<file path="src/ets_pkg.sv">
// Shared types and character constants for the expression token scanner.
`default_nettype none

package ets_pkg;

    typedef enum logic [3:0] {
        K_NUMBER    = 4'd0,
        K_NAME_CHAR = 4'd1,
        K_NAME_END  = 4'd2,
        K_STR_CHAR  = 4'd3,
        K_STR_END   = 4'd4,
        K_PLUS      = 4'd5,
        K_MINUS     = 4'd6,
        K_STAR      = 4'd7,
        K_SLASH     = 4'd8,
        K_LPAREN    = 4'd9,
        K_RPAREN    = 4'd10,
        K_BAD_CHAR  = 4'd11,
        K_UNTERM    = 4'd12
    } t_kind;

    localparam logic [7:0] C_SPACE   = 8'h20;
    localparam logic [7:0] C_NEWLINE = 8'h0A;
    localparam logic [7:0] C_DOT     = 8'h2E;
    localparam logic [7:0] C_QUOTE   = 8'h22;
    localparam logic [7:0] C_PLUS    = 8'h2B;
    localparam logic [7:0] C_MINUS   = 8'h2D;
    localparam logic [7:0] C_STAR    = 8'h2A;
    localparam logic [7:0] C_SLASH   = 8'h2F;
    localparam logic [7:0] C_LPAREN  = 8'h28;
    localparam logic [7:0] C_RPAREN  = 8'h29;

    localparam int unsigned FIFO_DEPTH = 4;

    // Results pushed into the queue in one cycle (0, 1 or 2).
    typedef struct packed {
        logic [1:0] cnt;
    } t_push;

    function automatic logic is_digit(input logic [7:0] c);
        return (c >= 8'h30) && (c <= 8'h39);
    endfunction

    function automatic logic is_alpha(input logic [7:0] c);
        return ((c >= 8'h61) && (c <= 8'h7A)) || ((c >= 8'h41) && (c <= 8'h5A));
    endfunction

endpackage

`default_nettype wire

</file>
<file path="src/ets_result_fifo.sv">
// Result queue between the scanner and the output channel.
`default_nettype none

module ets_result_fifo
    import ets_pkg::*;
#(
    parameter int unsigned WIDTH = 8
) (
    input  wire logic             i_clk,
    input  wire logic             i_rst_n,
    input  wire t_push            i_push,
    input  wire logic [WIDTH-1:0] i_data0,
    input  wire logic [WIDTH-1:0] i_data1,
    output logic                  o_room,
    output logic                  o_valid,
    output logic [WIDTH-1:0]      o_data,
    input  wire logic             i_stall
);

    localparam int unsigned PW = $clog2(FIFO_DEPTH);

    logic [WIDTH-1:0] r_mem [FIFO_DEPTH];
    logic [PW-1:0]    r_wr, n_wr;
    logic [PW-1:0]    r_rd, n_rd;
    logic [PW:0]      r_count, n_count;
    logic             pop;
    logic [PW-1:0]    wr1;

    assign o_valid = (r_count != '0);
    assign o_data  = r_mem[r_rd];
    assign pop     = o_valid && !i_stall;
    assign o_room  = (r_count <= (PW+1)'(FIFO_DEPTH - 2));
    assign wr1     = r_wr + 1'b1;

    always_comb begin
        n_wr    = r_wr + PW'(i_push.cnt);
        n_rd    = pop ? r_rd + 1'b1 : r_rd;
        n_count = r_count + (PW+1)'(i_push.cnt) - (PW+1)'(pop);
    end

    always_ff @(posedge i_clk) begin
        if (!i_rst_n) begin
            r_wr    <= '0;
            r_rd    <= '0;
            r_count <= '0;
        end else begin
            r_wr    <= n_wr;
            r_rd    <= n_rd;
            r_count <= n_count;
        end
    end

    always_ff @(posedge i_clk) begin
        if (i_push.cnt != 2'd0) begin
            r_mem[r_wr] <= i_data0;
        end
        if (i_push.cnt == 2'd2) begin
            r_mem[wr1] <= i_data1;
        end
    end

    a_count_bound: assert property (@(posedge i_clk) disable iff (!i_rst_n)
        r_count <= (PW+1)'(FIFO_DEPTH))
        else $error("result queue over capacity");

    a_push_fits: assert property (@(posedge i_clk) disable iff (!i_rst_n)
        (i_push.cnt != 2'd0) |-> o_room)
        else $error("push without room");

    a_pop_moves: assert property (@(posedge i_clk) disable iff (!i_rst_n)
        (pop && i_push.cnt == 2'd0) |=> (r_count == $past(r_count) - 1'b1))
        else $error("pop did not drain an entry");

endmodule

`default_nettype wire

</file>
<file path="src/ets_scan.sv">
// Input register and per-byte scanner state update.
`default_nettype none

module ets_scan
    import ets_pkg::*;
#(
    parameter int unsigned MANTISSA_BITS = 48,
    parameter int unsigned POSITION_BITS = 16,
    parameter int unsigned WIDTH         = 4 + 8 + MANTISSA_BITS + 4 + 1
                                           + 2 * POSITION_BITS + 1
) (
    input  wire logic             i_clk,
    input  wire logic             i_rst_n,
    input  wire logic             i_valid,
    input  wire logic [7:0]       i_text_byte,
    input  wire logic             i_end_of_text,
    output logic                  o_stall,
    input  wire logic             i_room,
    output t_push                 o_push,
    output logic [WIDTH-1:0]      o_data0,
    output logic [WIDTH-1:0]      o_data1
);

    localparam int unsigned M = MANTISSA_BITS;
    localparam int unsigned P = POSITION_BITS;
    localparam logic [M-1:0] MANT_MAX = {M{1'b1}};
    localparam logic [P-1:0] POS_MAX  = {P{1'b1}};

    typedef enum logic [5:0] {
        M_IDLE   = 6'b000001,
        M_INT    = 6'b000010,
        M_FRAC   = 6'b000100,
        M_NAME   = 6'b001000,
        M_STRING = 6'b010000,
        M_HALT   = 6'b100000
    } t_mode;

    typedef struct packed {
        t_kind        kind;
        logic [7:0]   ch;
        logic [M-1:0] mant;
        logic [3:0]   frac;
        logic         ovf;
    } t_tok;

    function automatic t_tok mk(input t_kind k, input logic [7:0] c,
                                input logic [M-1:0] mt, input logic [3:0] fr,
                                input logic ov);
        t_tok t;
        t.kind = k;
        t.ch   = c;
        t.mant = mt;
        t.frac = fr;
        t.ovf  = ov;
        return t;
    endfunction

    logic         r_in_valid;
    logic [7:0]   r_byte;
    logic         r_end;
    t_mode        r_mode, n_mode;
    logic [M-1:0] r_value, n_value;
    logic [3:0]   r_frac, n_frac;
    logic         r_ovf, n_ovf;
    logic [P-1:0] r_line, n_line;
    logic [P-1:0] r_col, n_col;

    logic         fire;
    logic         accept;
    logic [M+3:0] wide;
    logic         fits;
    logic         dig;
    logic         alpha;
    logic [P-1:0] col_inc;
    t_tok         res [2];
    logic [1:0]   cnt;
    logic         fresh;

    assign fire    = r_in_valid && i_room;
    assign o_stall = r_in_valid && !i_room;
    assign accept  = i_valid && !o_stall;
    assign dig     = is_digit(r_byte);
    assign alpha   = is_alpha(r_byte);
    assign col_inc = (r_col != POS_MAX) ? r_col + 1'b1 : r_col;

    // value * 10 + digit, one extra nibble to see the carry out
    assign wide = ({4'b0, r_value} << 3) + ({4'b0, r_value} << 1)
                  + (M+4)'(r_byte[3:0]);
    assign fits = (wide[M+3:M] == 4'd0);

    always_comb begin
        n_mode  = r_mode;
        n_value = r_value;
        n_frac  = r_frac;
        n_ovf   = r_ovf;
        n_line  = r_line;
        n_col   = r_col;
        res[0]  = '0;
        res[1]  = '0;
        cnt     = 2'd0;
        fresh   = 1'b0;

        if (fire && r_mode != M_HALT) begin
            n_col = col_inc;
            unique case (r_mode)
                M_INT: begin
                    if (dig) begin
                        if (fits) begin
                            n_value = wide[M-1:0];
                        end else begin
                            n_value = MANT_MAX;
                            n_ovf   = 1'b1;
                        end
                    end else if (r_byte == C_DOT) begin
                        n_mode = M_FRAC;
                    end else begin
                        res[cnt[0]] = mk(K_NUMBER, 8'd0, r_value, r_frac, r_ovf);
                        cnt     = cnt + 2'd1;
                        n_value = '0;
                        n_frac  = '0;
                        n_ovf   = 1'b0;
                        fresh   = 1'b1;
                    end
                end
                M_FRAC: begin
                    if (dig) begin
                        if (!fits || r_frac == 4'd15) begin
                            n_ovf = 1'b1;
                        end else begin
                            n_value = wide[M-1:0];
                            n_frac  = r_frac + 4'd1;
                        end
                    end else begin
                        res[cnt[0]] = mk(K_NUMBER, 8'd0, r_value, r_frac, r_ovf);
                        cnt     = cnt + 2'd1;
                        n_value = '0;
                        n_frac  = '0;
                        n_ovf   = 1'b0;
                        fresh   = 1'b1;
                    end
                end
                M_NAME: begin
                    if (dig || alpha) begin
                        if (r_end) begin
                            res[cnt[0]] = mk(K_NAME_END, r_byte, '0, 4'd0, 1'b0);
                            n_mode = M_IDLE;
                        end else begin
                            res[cnt[0]] = mk(K_NAME_CHAR, r_byte, '0, 4'd0, 1'b0);
                        end
                        cnt = cnt + 2'd1;
                    end else begin
                        res[cnt[0]] = mk(K_NAME_END, 8'd0, '0, 4'd0, 1'b0);
                        cnt   = cnt + 2'd1;
                        fresh = 1'b1;
                    end
                end
                M_STRING: begin
                    if (r_byte == C_QUOTE) begin
                        res[cnt[0]] = mk(K_STR_END, 8'd0, '0, 4'd0, 1'b0);
                        n_mode = M_IDLE;
                    end else begin
                        res[cnt[0]] = mk(K_STR_CHAR, r_byte, '0, 4'd0, 1'b0);
                    end
                    cnt = cnt + 2'd1;
                end
                default: begin
                    fresh = 1'b1;
                end
            endcase

            // rescan the terminating byte as the start of a new token
            if (fresh) begin
                n_mode = M_IDLE;
                if (r_byte == C_SPACE || r_byte == C_NEWLINE) begin
                    n_mode = M_IDLE;
                end else if (dig) begin
                    n_value = M'(r_byte[3:0]);
                    n_frac  = '0;
                    n_ovf   = 1'b0;
                    n_mode  = M_INT;
                end else if (alpha) begin
                    if (r_end) begin
                        res[cnt[0]] = mk(K_NAME_END, r_byte, '0, 4'd0, 1'b0);
                    end else begin
                        res[cnt[0]] = mk(K_NAME_CHAR, r_byte, '0, 4'd0, 1'b0);
                        n_mode = M_NAME;
                    end
                    cnt = cnt + 2'd1;
                end else if (r_byte == C_QUOTE) begin
                    n_mode = M_STRING;
                end else begin
                    case (r_byte)
                        C_PLUS:   res[cnt[0]] = mk(K_PLUS, 8'd0, '0, 4'd0, 1'b0);
                        C_MINUS:  res[cnt[0]] = mk(K_MINUS, 8'd0, '0, 4'd0, 1'b0);
                        C_STAR:   res[cnt[0]] = mk(K_STAR, 8'd0, '0, 4'd0, 1'b0);
                        C_SLASH:  res[cnt[0]] = mk(K_SLASH, 8'd0, '0, 4'd0, 1'b0);
                        C_LPAREN: res[cnt[0]] = mk(K_LPAREN, 8'd0, '0, 4'd0, 1'b0);
                        C_RPAREN: res[cnt[0]] = mk(K_RPAREN, 8'd0, '0, 4'd0, 1'b0);
                        default: begin
                            res[cnt[0]] = mk(K_BAD_CHAR, r_byte, '0, 4'd0, 1'b0);
                            n_mode = M_HALT;
                        end
                    endcase
                    cnt = cnt + 2'd1;
                end
            end

            if (r_byte == C_NEWLINE) begin
                if (r_line != POS_MAX) begin
                    n_line = r_line + 1'b1;
                end
                n_col = '0;
            end

            // flush pending token at end of text, then restart at line 1, column 0 unless halted
            if (r_end && n_mode != M_HALT) begin
                if (n_mode == M_INT || n_mode == M_FRAC) begin
                    res[cnt[0]] = mk(K_NUMBER, 8'd0, n_value, n_frac, n_ovf);
                    cnt     = cnt + 2'd1;
                    n_value = '0;
                    n_frac  = '0;
                    n_ovf   = 1'b0;
                    n_mode  = M_IDLE;
                end else if (n_mode == M_STRING) begin
                    res[cnt[0]] = mk(K_UNTERM, 8'd0, '0, 4'd0, 1'b0);
                    cnt    = cnt + 2'd1;
                    n_mode = M_HALT;
                end
                if (n_mode != M_HALT) begin
                    n_mode = M_IDLE;
                    n_line = P'(1);
                    n_col  = '0;
                end
            end
        end
    end

    assign o_push.cnt = cnt;
    assign o_data0    = {res[0], r_line, col_inc, (cnt == 2'd1)};
    assign o_data1    = {res[1], r_line, col_inc, 1'b1};

    always_ff @(posedge i_clk) begin
        if (!i_rst_n) begin
            r_in_valid <= 1'b0;
            r_mode     <= M_IDLE;
            r_value    <= '0;
            r_frac     <= '0;
            r_ovf      <= 1'b0;
            r_line     <= P'(1);
            r_col      <= '0;
        end else begin
            if (accept) begin
                r_in_valid <= 1'b1;
            end else if (fire) begin
                r_in_valid <= 1'b0;
            end
            r_mode  <= n_mode;
            r_value <= n_value;
            r_frac  <= n_frac;
            r_ovf   <= n_ovf;
            r_line  <= n_line;
            r_col   <= n_col;
        end
    end

    always_ff @(posedge i_clk) begin
        if (accept) begin
            r_byte <= i_text_byte;
            r_end  <= i_end_of_text;
        end
    end

    a_halt_sticks: assert property (@(posedge i_clk) disable iff (!i_rst_n)
        (r_mode == M_HALT) |=> (r_mode == M_HALT))
        else $error("scanner left halt without reset");

    a_end_restarts: assert property (@(posedge i_clk) disable iff (!i_rst_n)
        (fire && r_end && r_mode != M_HALT) |=>
            ((r_mode == M_IDLE && r_line == P'(1) && r_col == '0) || r_mode == M_HALT))
        else $error("end of text did not restart position");

    a_line_nonzero: assert property (@(posedge i_clk) disable iff (!i_rst_n)
        r_line != '0)
        else $error("line counter hit zero");

    a_halt_silent: assert property (@(posedge i_clk) disable iff (!i_rst_n)
        (r_mode == M_HALT) |-> (cnt == 2'd0))
        else $error("result produced while halted");

endmodule

`default_nettype wire

</file>
<file path="src/expression_token_scanner_unit.sv">
// Top level of the expression token scanner.
//
//  channel  direction  handshake           payload
//  input    in         i_valid / o_stall   i_text_byte, i_end_of_text
//  output   out        o_valid / i_stall   o_kind .. o_run_last
//
// One byte is scanned per cycle while the queue has room: a request lands in the
// input register, and once the queue has room the scanner updates its state from
// that register and pushes 0 to 2 results into a four-entry result queue. The
// input stalls only while the queue cannot take two more results; bytes that
// yield two results drain at one result per cycle while i_stall is low.
// Reset is synchronous: scanner idle, line 1, column 0, queue empty.
`default_nettype none

module expression_token_scanner_unit
    import ets_pkg::*;
#(
    parameter int unsigned MANTISSA_BITS = 48,
    parameter int unsigned POSITION_BITS = 16
) (
    input  wire logic                     i_clk,
    input  wire logic                     i_rst_n,
    input  wire logic                     i_valid,
    output logic                          o_stall,
    input  wire logic [7:0]               i_text_byte,
    input  wire logic                     i_end_of_text,
    output logic                          o_valid,
    input  wire logic                     i_stall,
    output logic [3:0]                    o_kind,
    output logic [7:0]                    o_char_out,
    output logic [MANTISSA_BITS-1:0]      o_mantissa,
    output logic [3:0]                    o_fraction_digits,
    output logic                          o_overflowed,
    output logic [POSITION_BITS-1:0]      o_line,
    output logic [POSITION_BITS-1:0]      o_column,
    output logic                          o_run_last
);

    localparam int unsigned M = MANTISSA_BITS;
    localparam int unsigned P = POSITION_BITS;
    localparam int unsigned WIDTH = 4 + 8 + M + 4 + 1 + 2 * P + 1;

    t_push            push;
    logic [WIDTH-1:0] data0;
    logic [WIDTH-1:0] data1;
    logic [WIDTH-1:0] head;
    logic             room;

    ets_scan #(
        .MANTISSA_BITS (M),
        .POSITION_BITS (P),
        .WIDTH         (WIDTH)
    ) u_scan (
        .i_clk         (i_clk),
        .i_rst_n       (i_rst_n),
        .i_valid       (i_valid),
        .i_text_byte   (i_text_byte),
        .i_end_of_text (i_end_of_text),
        .o_stall       (o_stall),
        .i_room        (room),
        .o_push        (push),
        .o_data0       (data0),
        .o_data1       (data1)
    );

    ets_result_fifo #(
        .WIDTH (WIDTH)
    ) u_fifo (
        .i_clk   (i_clk),
        .i_rst_n (i_rst_n),
        .i_push  (push),
        .i_data0 (data0),
        .i_data1 (data1),
        .o_room  (room),
        .o_valid (o_valid),
        .o_data  (head),
        .i_stall (i_stall)
    );

    assign {o_kind, o_char_out, o_mantissa, o_fraction_digits, o_overflowed,
            o_line, o_column, o_run_last} = head;

endmodule

`default_nettype wire
</file>
<file path="config.mk">
export PLATFORM = sky130hd
export DESIGN_NAME = expression_token_scanner_unit
export DESIGN_NICKNAME = d
export VERILOG_FILES = /design/src/ets_pkg.sv /design/src/ets_result_fifo.sv /design/src/ets_scan.sv /design/src/expression_token_scanner_unit.sv
export SDC_FILE = /design/constraint.sdc
export NUM_CORES = 1
export LEC_CHECK = 0
export BUFFER_PORTS_ARGS = -buffer_cell sky130_fd_sc_hd__buf_2
export CORE_MARGIN = 2
export CORE_UTILIZATION = 44
export CTS_BUF_LIST = sky130_fd_sc_hd__clkbuf_16
export DETAILED_ROUTE_END_ITERATION = 12
export PLACE_DENSITY_LB_ADDON = 0.12
export SYNTH_ARGS = -nofsm -noshare
export SYNTH_HDL_FRONTEND = slang
export SYNTH_HIERARCHICAL = 1
export SYNTH_SLANG_ARGS = --single-unit
</file>
<file path="constraint.sdc">
create_clock -name i_clk -period 14.6 [get_ports i_clk]
set_input_delay 2.19 -clock i_clk [delete_from_list [all_inputs] [get_ports i_clk]]
set_output_delay 2.19 -clock i_clk [all_outputs]
set_load 0.01 [all_outputs]
</file>
Yosys cells after proc, flatten, opt, wreduce, memory -nomap -nowiden --
Memory sizes are Yosys's and may differ from the RTL's. A register that Yosys moved wholly into a read port is not among the register bits. Index checks and enable logic that the tools add are counted.
Operators by class: multiplexer cells 120, add/sub/neg operators 12, equality and inequality tests 25, bitwise operators 23, order comparisons 11, reduce and logical (&&, ||, !) cells 26
Operator list (number):
- $mux W130 | 11
- $pmux W130 S6 | 1
- $and A126 B126 Y126 | 5
- $not A126 Y126 | 5
- $mux W48 | 11
- $bwmux W130 | 4
- $mux W65 | 4
- $pmux W65 S4 | 1
- $demux W65 S1 | 2
- $and A128 B128 Y128 | 1
- $mux W16 | 8
- $not A128 Y128 | 1
- $mux W63 | 2
- $and A124 B124 Y124 | 1
- $not A124 Y124 | 1
- $mux W6 | 18
- $mux W53 | 2
- $pmux W48 S2 | 1
- $eq A8 B6 Y1 const B | 9
- $mux W64 | 1
- $add A51 B49 Y52 | 1
- $add A52 B4 Y52 | 1
- $mux W4 | 11
- $add A16 B1 Y16 const B | 2
- 41 further kinds | 113
Word-level totals: word-level logic and storage cells 230, bits in registers 108, memories kept 1, input bits 13, output and inout port bits 100, RAM bits 392
Memory list:
- u_fifo.r_mem | depth 4, width 98, read ports 1, clocked after Yosys merged registers in 1, wr ports 2, line ets_result_fifo.sv:22 | logic [WIDTH-1:0] r_mem [FIFO_DEPTH];

Depth between registers and ports, before layout --
Gate-level depths: netlist of run 1.
word-level depth 24, gate-level depth with buffers 21, gate-level depth less buffers 18

Hierarchy --
The synthesis of run 1 kept the hierarchy.
By module, submodules not included:
- ets_result_fifo | times used 1, sequential area each 11951.5 um^2, cells each 1001, area an instance 19235.9 um^2
- ets_scan | times used 1, sequential area each 2112.0 um^2, cells each 1543, area an instance 11547.3 um^2

Least setup slack after synthesis of run 1 --
OpenSTA, ideal clock, no wires.
path kind reg2reg, from register u_scan.r_mode[2], to memory u_fifo/r_mem[0][0] in the netlist's numbering, enable pin, setup slack 3.480 ns, buffers on the path 3, data arrival time 10.420 ns, cell stages (with the launch flop) 17, library setup time 0.700 ns, required time 13.900 ns, period minus slack after synthesis 11.120 ns, path through dfxtp_1 buf_2 nor3_1 nand3_1 o21a_1 buf_4 o21ai_0 clkbuf_1 ha_1 nor2_1 nand2_1 o211ai_1 nand2b_1 nand2_1 a31oi_1 nor2_1 o31ai_1
RTL lines:
- from (decl) | line ets_scan.sv:61 | t_mode r_mode, n_mode;
- from (signal assigned) | line ets_scan.sv:257 | r_mode <= n_mode;
- to (decl) | line ets_result_fifo.sv:22

==> metrics.md, run 1 <==
| Metric | Value |
|---|---|
| Clock tree from TritonCTS | `built` |
| CTS sink cnt | `roughly 500` |
| Slew headroom | `between 20% and 30%` |
| FMAX | `between 0.1 and 0.15 GHz` |
| # nets final | `between 2000 and 3000` |
| Crit path capture | `u_fifo/r_mem[2][59]` |
| Via count | `about 21000` |
| Largest net degree at the start of global routing | `66` |
| Run status | `completed` |
| # resized after CTS | `0` |
| R2r setup slk | `approximately 7.4 ns` |
| Ys flop type | `edfxtp_1` |
| Pins Over Slew Limit | `0` |
| Mean routed wirelength per cell | `about 23 µm` |
| Core ar. | `slightly below 0.07 mm²` |
| Max cap viols | `0` |
| Seq/Total Area, Yosys | `~46%` |
| CP Capture Type | `register` |
| Critical path start-end classification | `reg2reg` |
| # port buffers | `around 110` |
| Worst EP arrival | `between 7 and 8 ns` |
| Final setup viols | `0` |
| Mapped Cells | `around 2500` |
| H-tree Lvls | `2` |
| Unique masters post-synth | `99` |
| # IOs | `about 110` |
| Layout overhead on the synthesized area | `8.38%` |
| Fin. Hold Viols | `0` |
| RSZ-0062 raised after global routing | `false` |
| Clk pwr share | `36.6%` |
| DRC violations left | `0` |
| CTS hold repair buffers | `0` |
| Rows | `96` |
| First-pass GRT wire length | `126 mm` |
| Final setup TNS | `0 ns` |
| Via density per instance | `roughly 5.9` |
| Worst skew pair latency | `~0.61 ns` |
| Worst Reg-to-Reg Cells | `15` |
| Leak | `12.9 nW` |
| Vias in the first global route | `21100` |
| Number of DRC markers in iteration 0 | `1519` |
| # diodes | `0` |
| Gr usage total | `a little under a quarter` |
| Post-CTS setup buffer count | `0` |
| Clock Skew | `between 0.01 and 0.015 ns` |
| Synth Register Bits | `502` |
| Clk slew on worst S/H paths | `around 0.06 ns` |
| Required @ worst endpoint | `roughly 15 ns` |
| Syn avg cell area | `approximately 12 µm²` |
| Sw Ratio | `27.0%` |
| Crit path from | `u_scan/r_byte[4]` |
| DRT antenna net count | `0` |
| VDD IR-drop max | `86.0 µV` |
| Share of power burned in registers | `45.8%` |
| Routed WL | `between 80 and 90 mm` |
| Share of layout cells above drive strength 1 | `28.6%` |
| Initial antenna violation count | `0` |
| Multi-input gate area | `between 0.015 and 0.02 mm²` |
| Post-Layout Cell Count | `3534` |
| Initial Util | `~45%` |
| Crit-path max FO | `55` |
| Total CTS buffers | `56` |
| Tcrit/Tclk final | `between 40% and 50%` |
| Synth Cell Area | `between 0.03 and 0.04 mm²` |
| Fillers | `6199` |
| Hold Crit Class | `reg2reg` |
| Int Pwr | `2.69 mW` |
| Pwr/cell area | `about 110 mW/mm²` |
| Placed Cells | `3429` |
| Worst hold margin | `a little under 0.5 ns` |
| DP Wirelength | `53.3 mm` |
| Worst slew pin tran | `1.19 ns` |
| CTS root buffer | `clkbuf_16` |
| Synth warnings | `6` |
| Power share of the combinational group | `approximately 18%` |
| Die ar. | `roughly 0.072 mm²` |
| Clock buffer depth | `3` |
| Gr ovfl total | `0` |
| Worst R2R End | `u_fifo/r_mem[2][59]` |
| Register area | `about 0.014 mm²` |
| Length of the first detailed-routing pass in iterations | `6` |
| Number of synthesized flops with an enable pin | `between 400 and 500` |
| Final min period | `between 7 and 8 ns` |
| Critical Path Source Type | `register` |
| Switch Pwr | `about 1.0 mW` |
| Post-synthesis async set-or-reset flop share | `0%` |
| Die height | `approximately 270 µm` |
| Critical R2R Launch | `u_scan/r_byte[4]` |
| Die width | `around 270 µm` |
| Placer Congestion | `0.905` |
flip-flops by register name, indices dropped and copies added, names as in the netlist, named ones only:
| signal | cells |
|---|---|
| u_scan/r_col | 16 |
| u_scan/r_frac | 4 |
| u_fifo/r_wr | 2 |
| u_scan/r_byte | 8 |
| u_scan/r_mode | 6 |
| u_fifo/r_count | 3 |
| u_scan/r_line | 16 |
| u_scan/r_ovf | 1 |
| u_scan/r_in_valid | 1 |
| u_scan/r_value | 48 |
| u_fifo/r_mem | 392 |
| u_fifo/r_rd | 2 |
| u_scan/r_end | 1 |
cell usage in the layout (no fill, tap or decap), types with 12 or more instances in the layout:
| master | Yosys | routed |
|---|---|---|
| edfxtp_1 | 401 | 401 |
| mux2_2 | 374 | 374 |
| nand2_1 | 164 | 164 |
| o21ai_0 | 122 | 121 |
| a21oi_1 | 116 | 116 |
| buf_2 | 65 | 112 |
| nor2_1 | 108 | 106 |
| ha_1 | 103 | 103 |
| dfxtp_1 | 101 | 99 |
| mux4_2 | 98 | 98 |
| clkbuf_16 | 0 | 58 |
| inv_1 | 42 | 58 |
| a22o_1 | 55 | 55 |
| conb_1 | 2 | 54 |
| xnor2_1 | 42 | 42 |
| nand3_1 | 38 | 38 |
| and2_1 | 34 | 34 |
| nor3_1 | 33 | 33 |
| buf_4 | 102 | 32 |
| nor2b_1 | 33 | 32 |
| mux2i_1 | 29 | 29 |
| xor2_1 | 24 | 24 |
| and3_1 | 23 | 23 |
| a21o_1 | 23 | 22 |
| mux2_1 | 21 | 21 |
| a22oi_1 | 20 | 20 |
| nand4_1 | 18 | 18 |
| o31ai_1 | 19 | 18 |
| o211ai_1 | 16 | 16 |
| o21a_1 | 15 | 15 |
| a31oi_1 | 16 | 15 |
| o21ai_1 | 14 | 15 |
| a211oi_1 | 14 | 14 |
| clkinv_2 | 0 | 13 |
| o22ai_1 | 12 | 12 |
cells by family after synthesis:
| logic type | synth area share [%] |
|---|---|
| other | 0.0244 |
| AOI/OAI and AO/OA | 11.7 |
| muxes | 22.6 |
| and+or+nand+nor | 8.68 |
| adders and majority gates | 4.38 |
| DFF | 45.7 |
| xor gates and xnor gates | 1.88 |
| buffers and inverters | 5.05 |
worst min path at each step:
stage / from / to / cells after the start
6_report: u_fifo/r_rd[1] / register / 2
5_1_grt: u_scan/r_frac[1] / u_scan/r_frac[1] / 2
4_1_cts: u_fifo/r_rd[1] / register / 2
3_5_place_dp: u_fifo/r_rd[1] / register / 2
3_3_place_gp: u_fifo/r_rd[1] / register / 2
2_1_floorplan: u_fifo/r_rd[1] / register / 2
metal layers:
| metal | part of all wire, % | global-route usage, % | wire length, µm |
|---|---|---|---|
| met4 | 2.1 | 5.74 | 1760 |
| met3 | 4.9 | 2.91 | 3970 |
| met2 | 50 | 39.4 | 40600 |
| met1 | 43 | 30.0 | 35500 |
| met5 | 0 | 0 | 0 |
worst max-delay path, stage by stage (launching register included):
cell and delay (ns):
edfxtp_1 0.48, nor4b_2 0.46, and4_1 0.87, o21a_1 0.44
o21ai_0 0.46, ha_1 0.47, nor2_1 0.05, nand2_1 0.06
o211ai_1 0.16, nand2b_1 0.31, xnor2_1 0.18, nor2_1 0.22
nor2b_2 0.33, and3b_4 0.76, a21o_4 0.63, buf_4 0.81
synth_stat cells, types with 24 or more instances:
cell	number	share of area [%]
clkbuf_1	66	0.80
a22o_1	55	1.6
a21oi_1	116	1.9
nand2_1	164	2.0
o21ai_0	122	2.0
mux4_2	98	7.2
buf_4	102	2.5
nand3_1	38	0.62
buf_2	65	1.1
nor2_1	108	1.3
mux2i_1	29	0.94
inv_1	42	0.51
mux2_2	374	14
edfxtp_1	401	39
xnor2_1	42	1.2
nor2b_1	33	0.67
nor3_1	33	0.54
and2_1	34	0.69
ha_1	103	4.2
dfxtp_1	101	6.6
xor2_1	24	0.68
power by group through the flow:
stage	combinational (mW)	clock, mW	sequential, mW
after floorplan	0.460	0	1.70
after global placement	0.660	0	1.72
after detailed placement	0.663	0	1.72
after CTS	0.665	1.39	1.69
after global routing	0.699	1.43	1.70
final	0.649	1.35	1.69
through the flow:
| stage | setup WS, ns | cell area [µm²] | util [%] | power, mW |
|---|---|---|---|---|
| floorplan | 3.48 | 31000 | - | 2.16 |
| CTS | 7.41 | 33400 | 48.4 | 3.74 |
| finish | 7.44 | 33400 | 48.4 | 3.69 |
| detailed placement | 7.43 | 31600 | 45.9 | 2.38 |
| global route | 6.89 | 33400 | 48.4 | 3.83 |
| global placement | 7.48 | 31600 | 45.9 | 2.37 |
area by class of cell:
| cell class | count | area share [%] |
|---|---|---|
| well taps | 931 | 3.49 |
| clock inverters | 47 | 0.874 |
| clock buffers | 58 | 4.35 |
| repair buffers | 144 | 2.40 |
| inverters | 42 | 0.473 |
| flip-flops and latches | 502 | 42.2 |
| multi-input cells | 1810 | 46.2 |
No activity file was read; power rests on OpenSTA's default activity.
==> run 2, diff against run 1 <==
- ABC_AREA: not set -> 1
- clock period: 14.6 -> 7.18 ns (I/O delays scaled with it)
==> metrics.md, run 2 <==
| Metric | Value |
|---|---|
| Share of layout cells above drive strength 1 | `8.17% (-20 points)` |
| CP max stage cell | `buf_4` |
| First-pass GRT wire length | `155 mm (+23%)` |
| Worst hold margin | `0.480 ns (-0.00505 ns)` |
| Final setup viols | `0 (unchanged)` |
| Die height | `279 µm (+4.0%)` |
| Worst skew pair latency | `0.64 ns (+0.03 ns)` |
| Die width | `279 µm (+4.0%)` |
| Length of the first detailed-routing pass in iterations | `6 (unchanged)` |
| # diodes | `0 (unchanged)` |
| Worst R2R End | `u_fifo/r_mem[1][89]` |
| DP Wirelength | `62.6 mm (+17%)` |
| Total CTS buffers | `57 (+1.8%)` |
| Worst Reg-to-Reg Cells | `20 (+5)` |
| Routed WL | `99.0 mm (+21%)` |
| Placer Congestion | `0.958 (+5.9%)` |
| Synth Cell Area | `0.0333 mm² (+8.2%)` |
| Worst slew pin tran | `1.24 ns (+0.0526 ns)` |
| Largest Register | `u_fifo/r_mem` |
| Setup WS pre-CTS | `1.72 ns (-5.72 ns)` |
| CTS sink cnt | `502 (unchanged)` |
| Max reg flops | `392 (unchanged)` |
| Top post-synthesis cells by count | `978 x nand2_1, 440 x inv_1, 427 x o21ai_0` |
| Most frequent cells in the layout | `974 x nand2_1, 448 x inv_1, 427 x o21ai_0` |
| Crit-path max FO | `102 (+85%)` |
| Mapped Cells | `4424 (+74%)` |
| Fin. Hold Viols | `0 (unchanged)` |
| Final core occ | `47.8% (-0.64 points)` |
| Critical Path Max Stage Delay | `0.88 ns (about the same)` |
| Number of DRC markers in iteration 0 | `2365 (+56%)` |
| Hold endpoint | `u_fifo/r_rd[0]` |
| Number of synthesized flops with an enable pin | `401 (unchanged)` |
| Hold Crit Class | `reg2reg` |
| VDD IR-drop max | `243 µV (+180%)` |
| Register area | `0.0141 mm² (unchanged)` |
| Fillers | `7392 (+19%)` |
| Vias in the first global route | `27300 (+30%)` |
| Max cap viols | `0 (unchanged)` |
| Initial Util | `44.6% (-0.062 points)` |
| Crit path cell chain | `inv_1 -> a21oi_2 -> nor2_4 -> inv_2 -> nand3_2 -> nand3_2 -> ha_1 -> a21oi_1 -> nand2_1 -> nand2_1 -> inv_2 -> nand2_1 -> nand2_1 -> a21oi_1 -> buf_4 -> nor2_4 -> nand2_8 -> buf_4 -> buf_4 -> o21ai_1` |
| RSZ-0062 raised after global routing | `false` |
| Critical Path Source Type | `register` |
| Post-synth top area share | `36.2% (-3.0 points)` |
| Worst min-delay path startpoint | `u_fifo/r_rd[0]` |
| CTS root buffer | `clkbuf_16` |
| Pwr/cell area | `223 mW/mm² (+100%)` |
| # resized after CTS | `0 (unchanged)` |
| R2r setup slk | `1.61 ns (-5.83 ns)` |
| Worst EP arrival | `5.92 ns (-1.47 ns)` |
| Regs by FF count | `u_fifo/r_mem x392, u_scan/r_value x48` |
| Largest net degree at the start of global routing | `198 (+200%)` |
| Clock tree from TritonCTS | `built` |
| Leak | `13.4 nW (+3.6%)` |
| Rows | `100 (+4.2%)` |
| Slew headroom | `15.2% (-5.6 points)` |
| CP Capture Type | `register` |
| Top cells by area, synth | `edfxtp_1 36%, nand2_1 11%, o21ai_0 6.4%` |
| Ys flop type | `edfxtp_1` |
| Pins Over Slew Limit | `0 (unchanged)` |
| Post-CTS setup buffer count | `0 (unchanged)` |
| Cell accounting for the most synthesized area | `edfxtp_1` |
| Multi-input gate area | `0.0159 mm² (+3.0%)` |
| Gr usage total | `25.1% (+2.5 points)` |
| Buf+Inv Stages, Crit Path | `6 (+5)` |
| Gr ovfl total | `0 (unchanged)` |
| H-tree Lvls | `2 (unchanged)` |
| Crit-path leading delay family | `buffers and inverters` |
| Hold path depth | `2 (unchanged)` |
| Required @ worst endpoint | `7.52 ns (-7.30 ns)` |
| Syn avg cell area | `7.53 µm² (-38%)` |
| DRC violations left | `0 (unchanged)` |
| Final setup TNS | `0 ns (unchanged)` |
| DRT antenna net count | `0 (unchanged)` |
| Critical R2R Launch | `u_scan/r_byte[2]` |
| Cell mode on critical path | `nand2_1` |
| # port buffers | `112 (unchanged)` |
| # nets final | `4475 (+67%)` |
| Via density per instance | `5.47 (-7.2%)` |
| Die ar. | `0.0779 mm² (+8.1%)` |
| Via count | `29400 (+41%)` |
| Synth Register Bits | `502 (unchanged)` |
| Layout overhead on the synthesized area | `7.10%` |
| Clock Skew | `0.0357 ns (+0.0236 ns)` |
| Clk slew on worst S/H paths | `0.06 ns (about the same)` |
| FMAX | `0.179 GHz (+29%)` |
| Final min period | `5.57 ns (-1.59 ns)` |
| Post-synthesis async set-or-reset flop share | `0% (unchanged)` |
| CTS hold repair buffers | `0 (unchanged)` |
| Unique masters post-synth | `62 (-37%)` |
| Seq/Total Area, Yosys | `42.2% (-3.5 points)` |
| Most frequent cell after synthesis | `nand2_1` |
| Design Area, Final | `0.0357 mm² (+6.9%)` |
| Dpl cell area | `0.0339 mm² (+7.1%)` |
| Final worst slack | `1.61 ns (-5.83 ns)` |
| Core ar. | `0.0747 mm² (+8.3%)` |
| Synth warnings | `6 (unchanged)` |
| # IOs | `113 (unchanged)` |
| Clock buffer depth | `3 (unchanged)` |
| Levels on crit path | `20 (+5)` |
| Tcrit/Tclk final | `77.6% (+29 points)` |
| Run status | `completed` |
| Initial antenna violation count | `4 (+4)` |
| Critical path start-end classification | `reg2reg` |
| Commonest non-fill, non-tap cell in the layout | `nand2_1` |
| Mean routed wirelength per cell | `18.4 µm (-20%)` |
[run 2: cell type report]
cell class                 count  share of cell area (%)
multi-input combinational   3177                    44.5
sequential                   502                    39.4
inverter                     462                    4.89
clock buffer                  57                    4.00
tap                          969                    3.40
timing repair buffer         156                    2.71
clock inverter                50                    1.02
[run 2: power breakdown]
part	internal (mW)	switching [mW]
sequential	3.33	0.0864
combinational	0.490	1.23
clock	1.59	1.23
[run 2: worst register-to-register path: stages, from the launching register on]
cell      delay [ns]
edfxtp_1        0.42
inv_1           0.18
a21oi_2         0.22
nor2_4          0.06
inv_2           0.57
nand3_2         0.26
nand3_2         0.30
ha_1            0.29
a21oi_1         0.12
nand2_1         0.07
nand2_1         0.10
inv_2           0.06
nand2_1         0.15
nand2_1         0.09
a21oi_1         0.13
buf_4           0.16
nor2_4          0.10
nand2_8         0.21
buf_4           0.89
buf_4           0.72
o21ai_1         0.19
[run 2: cell families (layout without fill, tap and decap cells)]
logic type               count (synthesis)  after routing  share of synthesized area, %
buffers and inverters                  797            725                          11.0
adder cells (fa/ha/maj)                106            106                          4.05
multiplexers                             1              1                        0.0301
flip-flops                             502            502                          42.2
AO/OA/AOI/OAI                         1160           1160                          18.8
XOR/XNOR                                56             56                          1.47
AND/OR/NAND/NOR                       1800           1800                          22.5
other                                    2             54                        0.0225
[run 2: per-layer routing]
layer	global-route usage (%)	vias to the layer above	wire length [µm]	share of wire, %
met3	3.58	153	6530	6.6
met5	0	-	11	0.011
met4	6.81	2	2360	2.4
li1	-	14700	-	-
met2	40.1	919	44000	44
met1	35.7	13600	46100	47
[run 2: stage by stage]
step           total power [mW]  cells
6_report                   7.96   5373
5_1_grt                    8.31   5373
4_1_cts                    8.05   5373
3_5_place_dp               5.22   5266
3_3_place_gp               5.21   5266
2_1_floorplan              4.56   4476
[run 2: worst max-delay path by stage]
stage | start | endpoint | slack (ns)
2_1_floorplan | u_scan/r_byte[7] | u_fifo/r_mem[2][0] | 1.21
3_3_place_gp | u_scan/r_mode[5] | u_fifo/r_mem[1][96] | 1.77
3_5_place_dp | u_scan/r_byte[2] | u_fifo/r_mem[1][0] | 1.72
4_1_cts | u_scan/r_mode[5] | u_fifo/r_mem[1][97] | 1.67
5_1_grt | u_scan/r_mode[0] | u_fifo/r_mem[1][97] | 1.06
6_report | u_scan/r_byte[2] | u_fifo/r_mem[1][89] | 1.61
